===== config.mk =====
export PLATFORM = sky130hd
export DESIGN_NAME = mfb_pixel_gen
export DESIGN_NICKNAME = d
export VERILOG_FILES = /design/src/rtl/mono_framebuffer_line_glyph_draw_defines.svh /design/src/rtl/mfb_pkg.sv /design/src/rtl/mfb_pixel_gen.sv
export SDC_FILE = /design/constraint.sdc
export NUM_CORES = 1
export LEC_CHECK = 0
export ABC_AREA = 0
export BUFFER_PORTS_ARGS = -buffer_cell sky130_fd_sc_hd__buf_2
export CORE_UTILIZATION = 40
export CTS_BUF_LIST = sky130_fd_sc_hd__clkbuf_8
export CTS_CLUSTER_DIAMETER = 50
export DETAILED_ROUTE_END_ITERATION = 10
export PLACE_DENSITY = 0.55
export SLEW_MARGIN = 20
export SYNTH_ARGS = -nofsm -noshare
export SYNTH_HDL_FRONTEND = slang
export SYNTH_SLANG_ARGS = --single-unit

===== constraint.sdc =====
create_clock -name clk -period 8.4 [get_ports clk]
set_clock_uncertainty 0.1 [all_clocks]
set_input_delay 0 -clock clk [delete_from_list [all_inputs] [get_ports clk]]
set_output_delay 0 -clock clk [all_outputs]
set_load 0.05 [all_outputs]

===== src/rtl/mono_framebuffer_line_glyph_draw_defines.svh =====
// Assertion macros used by the framebuffer drawing top level.
`ifndef MONO_FRAMEBUFFER_LINE_GLYPH_DRAW_DEFINES_SVH
`define MONO_FRAMEBUFFER_LINE_GLYPH_DRAW_DEFINES_SVH

// Check a consequence in the same cycle as its antecedent.
`define MFB_ASSERT_IMP(label, ante, cons, msg) \
  label: assert property (@(posedge clk) disable iff (!rst_n) (ante) |-> (cons)) \
    else $error(msg);

// Check a consequence in the cycle after its antecedent.
`define MFB_ASSERT_NXT(label, ante, cons, msg) \
  label: assert property (@(posedge clk) disable iff (!rst_n) (ante) |=> (cons)) \
    else $error(msg);

`endif


===== src/rtl/mfb_pkg.sv =====
// Types, constants and font tables for the framebuffer drawing engine.
package mfb_pkg;

  // Display geometry
  localparam int COLUMNS     = 128;
  localparam int ROWS        = 64;
  localparam int PAGE_HEIGHT = 8;
  localparam int NPAGES      = ROWS / PAGE_HEIGHT;
  localparam int STORE_BYTES = COLUMNS * NPAGES;

  localparam int X_W    = $clog2(COLUMNS);
  localparam int Y_W    = $clog2(ROWS);
  localparam int BIT_W  = $clog2(PAGE_HEIGHT);
  localparam int PAGE_W = $clog2(NPAGES);
  localparam int ADDR_W = $clog2(STORE_BYTES);
  localparam int BYTE_W = PAGE_HEIGHT;
  localparam int E_W    = X_W + 3;

  localparam int FUNC_W  = 3;
  localparam int GLYPH_W = 4;

  // Glyph walk: 4 columns, 6 rows each
  localparam logic [1:0] GLYPH_COL_LAST = 2'd3;
  localparam logic [2:0] GLYPH_ROW_LAST = 3'd5;

  // Stream payload widths
  localparam int IN_BITS   = FUNC_W + 2 * X_W + 2 * Y_W + GLYPH_W + PAGE_W + X_W;
  localparam int IN_DATA_W = ((IN_BITS + 7) / 8) * 8;

  typedef enum logic [FUNC_W-1:0] {
    FN_CLEAR = 3'd0,
    FN_POINT = 3'd1,
    FN_LINE  = 3'd2,
    FN_GLYPH = 3'd3,
    FN_READ  = 3'd4
  } func_t;

  typedef enum logic [2:0] {
    ST_INIT,
    ST_IDLE,
    ST_CLEAR,
    ST_DRAW,
    ST_READ,
    ST_RWAIT,
    ST_FIN
  } top_state_t;

  typedef enum logic [1:0] {
    G_IDLE,
    G_POINT,
    G_LINE,
    G_GLYPH
  } gen_state_t;

  typedef struct packed {
    logic [FUNC_W-1:0]  func;
    logic [X_W-1:0]     x_start;
    logic [Y_W-1:0]     y_start;
    logic [X_W-1:0]     x_end;
    logic [Y_W-1:0]     y_end;
    logic [GLYPH_W-1:0] glyph_index;
  } draw_cmd_t;

  typedef struct packed {
    logic           valid;
    logic [X_W-1:0] x;
    logic [Y_W-1:0] y;
  } pixel_t;

  // Font cells: high nibble upper row, low nibble lower row, bit 3 leftmost.
  // Entry 15 is blank so an unused index draws nothing.
  localparam logic [7:0] FONT_HI [16] = '{
    8'h69, 8'h26, 8'h69, 8'h79, 8'h26, 8'hE8, 8'h68, 8'hF1,
    8'h69, 8'h69, 8'h89, 8'h00, 8'h78, 8'hE9, 8'h78, 8'h00
  };
  localparam logic [7:0] FONT_MD [16] = '{
    8'h99, 8'h22, 8'h16, 8'h21, 8'hAF, 8'hE1, 8'hE9, 8'h12,
    8'h69, 8'h97, 8'hAC, 8'h00, 8'h8E, 8'h9E, 8'h61, 8'h00
  };
  localparam logic [7:0] FONT_LO [16] = '{
    8'h96, 8'h2F, 8'h8F, 8'h96, 8'h22, 8'h1E, 8'h96, 8'h48,
    8'h96, 8'h16, 8'hA9, 8'h66, 8'h88, 8'h88, 8'h1E, 8'h00
  };

  // Pixel of glyph g at column col (0 left) and row sub (0 bottom, 5 top)
  function automatic logic glyph_bit(input logic [GLYPH_W-1:0] g,
                                     input logic [1:0] col,
                                     input logic [2:0] sub);
    logic [7:0] row_pair;
    logic [2:0] idx;
    unique case (sub[2:1])
      2'd0:    row_pair = FONT_LO[g];
      2'd1:    row_pair = FONT_MD[g];
      default: row_pair = FONT_HI[g];
    endcase
    idx = {sub[0], ~col};
    return row_pair[idx];
  endfunction

endpackage


===== src/rtl/mfb_pixel_gen.sv =====
// Pixel generator: walks a point, a Bresenham line or a glyph, one pixel per cycle.
module mfb_pixel_gen
  import mfb_pkg::*;
(
  input  logic      clk,
  input  logic      rst_n,
  input  logic      start,
  input  draw_cmd_t cmd,
  output pixel_t    pix,
  output logic      busy
);

  gen_state_t gst_r, gst_nxt;

  logic [X_W-1:0]     x_r;
  logic [Y_W-1:0]     y_r;
  logic [E_W-1:0]     e_r;
  logic [X_W-1:0]     maj_r;
  logic [X_W-1:0]     mnr_r;
  logic               steep_r;
  logic               sxneg_r;
  logic               syneg_r;
  logic [X_W-1:0]     cnt_r;
  logic [X_W-1:0]     lastc_r;
  logic [1:0]         col_r;
  logic [2:0]         sub_r;
  logic [GLYPH_W-1:0] glyph_r;

  // Line setup from the incoming command
  logic [X_W-1:0] adx, ady, maj_s, mnr_s;
  logic [E_W-1:0] e0;
  logic           steep_s;

  always_comb begin
    adx = (cmd.x_end >= cmd.x_start) ? (cmd.x_end - cmd.x_start)
                                     : (cmd.x_start - cmd.x_end);
    ady = (cmd.y_end >= cmd.y_start) ? X_W'(cmd.y_end - cmd.y_start)
                                     : X_W'(cmd.y_start - cmd.y_end);
    steep_s = ady > adx;
    maj_s   = steep_s ? ady : adx;
    mnr_s   = steep_s ? adx : ady;
    e0      = {2'b00, mnr_s, 1'b0} - {3'b000, maj_s};
  end

  // Bresenham step
  logic           minor_step, x_adv, y_adv;
  logic [X_W-1:0] x_step, sx;
  logic [Y_W-1:0] y_step, sy;
  logic [E_W-1:0] e_step;

  always_comb begin
    minor_step = ~e_r[E_W-1];
    x_adv      = steep_r ? minor_step : 1'b1;
    y_adv      = steep_r ? 1'b1 : minor_step;
    sx         = sxneg_r ? {X_W{1'b1}} : X_W'(1);
    sy         = syneg_r ? {Y_W{1'b1}} : Y_W'(1);
    x_step     = x_adv ? (x_r + sx) : x_r;
    y_step     = y_adv ? (y_r + sy) : y_r;
    e_step     = e_r + {2'b00, mnr_r, 1'b0}
               - (minor_step ? {2'b00, maj_r, 1'b0} : {E_W{1'b0}});
  end

  // Next state and pixel output
  always_comb begin
    gst_nxt   = gst_r;
    pix.valid = 1'b0;
    pix.x     = x_r;
    pix.y     = y_r;
    unique case (gst_r)
      G_IDLE: begin
        if (start) begin
          unique case (cmd.func)
            FN_POINT: gst_nxt = G_POINT;
            FN_LINE:  gst_nxt = (maj_s != '0) ? G_LINE : G_IDLE;
            FN_GLYPH: gst_nxt = G_GLYPH;
            default:  gst_nxt = G_IDLE;
          endcase
        end
      end
      G_POINT: begin
        pix.valid = 1'b1;
        gst_nxt   = G_IDLE;
      end
      G_LINE: begin
        pix.valid = 1'b1;
        if (cnt_r == lastc_r) gst_nxt = G_IDLE;
      end
      G_GLYPH: begin
        pix.valid = glyph_bit(glyph_r, col_r, sub_r);
        pix.x     = x_r + X_W'(col_r);
        pix.y     = y_r - Y_W'(sub_r);
        if (col_r == GLYPH_COL_LAST && sub_r == GLYPH_ROW_LAST) gst_nxt = G_IDLE;
      end
      default: gst_nxt = G_IDLE;
    endcase
  end

  assign busy = (gst_r != G_IDLE);

  // Hold the walk state
  always_ff @(posedge clk) begin
    if (!rst_n) gst_r <= G_IDLE;
    else        gst_r <= gst_nxt;
  end

  // Load on start, advance while walking
  always_ff @(posedge clk) begin
    if (start && gst_r == G_IDLE) begin
      x_r     <= cmd.x_start;
      y_r     <= cmd.y_start;
      e_r     <= e0;
      maj_r   <= maj_s;
      mnr_r   <= mnr_s;
      steep_r <= steep_s;
      sxneg_r <= cmd.x_end < cmd.x_start;
      syneg_r <= cmd.y_end < cmd.y_start;
      cnt_r   <= '0;
      lastc_r <= maj_s - X_W'(1);
      col_r   <= '0;
      sub_r   <= '0;
      glyph_r <= cmd.glyph_index;
    end else if (gst_r == G_LINE) begin
      x_r   <= x_step;
      y_r   <= y_step;
      e_r   <= e_step;
      cnt_r <= cnt_r + X_W'(1);
    end else if (gst_r == G_GLYPH) begin
      if (sub_r == GLYPH_ROW_LAST) begin
        sub_r <= '0;
        col_r <= col_r + 2'd1;
      end else begin
        sub_r <= sub_r + 3'd1;
      end
    end
  end

endmodule


==> impl_metrics.py <==
metrics = {
    "final_layout": {
        "nets": 916,
        "final_area_um2": 7260,
        "final_common_cell": "inv_1",
        "antenna_cells": 0,
        "final_cell_mix": "inv_1 (107), ha_1 (74), a21oi_1 (63)",
        "fin_util_pct": 47.2,
        "drive_above_1_share_pct": 11.5,
        "syn2layout_area_growth_pct": 13.6,
        "n_fill_cell": 1521,
    },
    "logic_synthesis": {
        "async_reset_ff_share_pct": 0,
        "syn_nets": 854,
        "netlist_instances": 727,
        "synth_area_per_cell_um2": 8.79,
        "syn_area_um2": 6390,
        "synth-edff-count": 50,
        "ys_seq_elements": 64,
        "yosysSeqAreaShare_pct": 27.9,
        "ys_types": 70,
        "yosys_warnings": 0,
        "synth_flop_cell": "edfxtp_1",
    },
    "clocking": {
        "cts_tree": "yes",
        "cts_buffers": 9,
        "clkTransAtPathRegs_ns": 0.09,
        "cts_resized": 0,
        "cts-root-buf": "clkbuf_8",
        "cts_setup_buffers": 0,
        "clock-sinks": 64,
        "worstSkewPairLatency_ns": 0.36,
        "ctsHtreeMaxLevel": 3,
        "clockBufferDepth": 2,
    },
    "route": {
        "ant_nets": 0,
        "wl_mm": 14.8,
        "dr.pass1.iters": 5,
        "remaining_drc_errors": 0,
        "first_iter_violations": 352,
        "viasPerCell": 5.12,
        "maxUsedRoutingLayer": "met4",
        "dr_total_vias": 5145,
        "met1_length_mm": 7.05,
        "wl_met3_um": 450,
        "route.met2.wl_mm": 7.07,
        "routedWlPerCell_um": 14.8,
    },
    "critical_path": {
        "r2r_cells": 13,
        "crit_required_ns": 8.41,
        "critPathMaxFanout": 21,
        "r2r-start": "e_r[9]",
        "cp.arrival_ns": 6.16,
        "worst_setup_path_end_kind": "flop",
        "critPathKind": "input pin to flop",
        "ff2ff_setup_slack_ns": 5.04,
        "startpoint_type": "input pin",
        "r2r_end": "e_r[9]",
    },
    "timing": {
        "fin_crit_sh_pct": 73.3,
        "holdWs_ns": 0.232,
        "hold_viol_final": 0,
        "fin_tns_setup_ns": 0,
        "final-max-slew-violation-count": 0,
        "rsz0062_at_grt": "false",
        "period_minus_slack_ns": 6.16,
        "setup_slack_ns": 2.24,
        "finalSetupViolCount": 0,
        "max_freq_ghz": 0.162,
        "relSlewSlack_pct": 30.4,
        "tightest_slew_ns": 1.04,
    },
    "global_routing": {
        "antenna_found_initial": 0,
        "grt_pass1_vias": 5127,
        "grt_max_degree": 52,
        "grt_pass1_wl_mm": 24.7,
        "overflow": 0,
        "track_usage_pct": 19.0,
    },
    "place": {
        "place_area_um2": 6820,
        "io_buffer_count": 50,
        "place.gp.congestion": 0.896,
        "place_ws_ns": 2.44,
        "dp_hpwl_mm": 11.6,
    },
    "floorplan": {
        "die_h_um": 128,
        "initial_core_util_pct": 41.6,
        "io_pins": 51,
        "fp.coreArea_um2": 15400,
        "die_w_um": 128,
        "std_cell_rows": 45,
        "die-area_um2": 16500,
    },
    "hold_path": {
        "holdCritStartpoint": "cmd[16]",
        "worstHoldEndpoint": "sxneg_r",
        "min_delay_path_depth": 5,
        "hold_class": "input pin to flop",
    },
    "outcome": {
        "status": "complete, no violations",
    },
    "power": {
        "intPower_mw": 1.27,
        "pwr-share-clk_pct": 13.0,
        "swShare_pct": 44.9,
        "p_per_area_nw_per_um2": 318,
        "power_frac_seq_pct": 23.8,
        "peakVddDrop_v": 0.000162,
        "combPwrFrac_pct": 63.2,
        "power_switching_mw": 1.04,
        "power.leakage_nw": 3.27,
    },
    "flow_run": {
        "cap_violations": 0,
    },
}
[synthesized netlist by cell type, drive strengths merged, types with 2 or more instances]
master | count | area share (%)
inv | 109 | 6.4
ha | 74 | 14
a21oi | 66 | 5.5
nand2 | 52 | 3.1
edfxtp | 50 | 23
nor2 | 48 | 2.9
o21ai | 41 | 3.2
xnor2 | 40 | 5.5
mux2i | 25 | 4.2
xor2 | 20 | 2.7
clkbuf | 18 | 1.1
nor2b | 18 | 1.8
fa | 17 | 5.3
dfxtp | 14 | 4.4
a21o | 13 | 1.5
nand3 | 13 | 1.0
nand2b | 7 | 0.69
nand4 | 7 | 0.69
o21bai | 7 | 0.82
a211oi | 6 | 0.70
and2 | 6 | 0.59
mux2 | 6 | 1.1
o311ai | 6 | 0.94
buf | 5 | 0.45
o211ai | 5 | 0.59
o31ai | 5 | 0.67
or3 | 5 | 0.49
nor3 | 4 | 0.39
nor4 | 4 | 0.49
a31oi | 3 | 0.29
and3 | 3 | 0.29
a211o | 2 | 0.27
a221oi | 2 | 0.27
a311oi | 2 | 0.55
and4 | 2 | 0.27
nand3b | 2 | 0.23
o22ai | 2 | 0.20
o31a | 2 | 0.27
or2 | 2 | 0.20
[how the worst max path moves through the flow]
stage                  from  endpoint  slack [ns]  cells after the start
floorplan           cmd[10]    e_r[6]        2.96                     28
global placement    cmd[10]    e_r[6]        2.53                     27
detailed placement  cmd[10]    e_r[6]        2.44                     27
CTS                 cmd[23]    e_r[6]        2.25                     27
global route        cmd[23]    e_r[6]        1.78                     28
finish              cmd[23]    e_r[6]        2.24                     27
[area by class of cell]
cell class | instances | area, µm² | share of cell area, %
repair buffers | 74 | 485 | 6.69
multi-input cells | 530 | 4100 | 56.4
well taps | 211 | 264 | 3.64
clock inverters | 7 | 95.1 | 1.31
flip-flops and latches | 64 | 1780 | 24.5
clock buffers | 9 | 124 | 1.71
inverters | 110 | 413 | 5.69
[per-stage QoR]
| stage | power [mW] | instances |
|---|---|---|
| 4_1_cts | 2.34 | 1005 |
| 2_1_floorplan | 1.70 | 727 |
| 5_1_grt | 2.53 | 1005 |
| 3_5_place_dp | 2.01 | 967 |
| 6_report | 2.31 | 1005 |
| 3_3_place_gp | 1.99 | 967 |
[state kept, by name, indices dropped and copies added (netlist names), 3 cells and up]
name / cells
lastc_r: 7
mnr_r: 7
maj_r: 7
y_r: 6
x_r: 7
glyph_r: 4
cnt_r: 7
sub_r: 3
e_r: 9
[worst max-delay path, cell delays in order]
cell           delay (ns)
dlygate4sd3_1        0.52
buf_2                0.14
ha_1                 0.35
nand2b_1             0.18
a211o_1              0.33
a21oi_4              0.33
mux2i_1              0.33
a21oi_1              0.11
o21ai_1              0.14
xor2_1               0.25
inv_1                0.07
ha_1                 0.30
a21oi_1              0.13
o21ai_0              0.19
a21o_1               0.25
and2_0               0.18
a311oi_4             0.25
nand2_2              0.33
a21o_1               0.36
fa_1                 0.48
a21o_1               0.18
a21oi_1              0.22
o21ai_0              0.11
a21oi_1              0.23
xnor2_1              0.09
nor2_1               0.08
a21oi_1              0.04
[metal layers]
| layer | up-vias | track usage (%) |
|---|---|---|
| met4 | 0 | 6.23 |
| met5 | - | 0 |
| li1 | 2625 | - |
| met2 | 107 | 32.3 |
| met3 | 18 | 2.25 |
| met1 | 2395 | 25.2 |
[timing repair]
action	CTS	global route
endpoints found under the hold margin	19	0
hold buffers	22	0
setup endpoints to repair	0	0
[power groups by stage]
stage	sequential (mW)	clock, mW	combinational (mW)
floorplan	0.529	0	1.17
CTS	0.552	0.307	1.48
global placement	0.557	0	1.43
finish	0.550	0.301	1.46
global route	0.563	0.321	1.65
detailed placement	0.559	0	1.46
[cells by family (layout without fill, tap and decap cells)]
family / Yosys count / count (layout) / synth area share, %
adder cells (fa/ha/maj): 91 / 91 / 19.8
XOR/XNOR: 60 / 60 / 8.22
AND/OR/NAND/NOR: 176 / 176 / 13.5
AO/OA/AOI/OAI: 171 / 171 / 17.0
flip-flops: 64 / 64 / 27.9
multiplexers: 32 / 32 / 5.64
buffers and inverters: 133 / 200 / 7.97
Note: power is estimated with default switching activity, not from simulation.
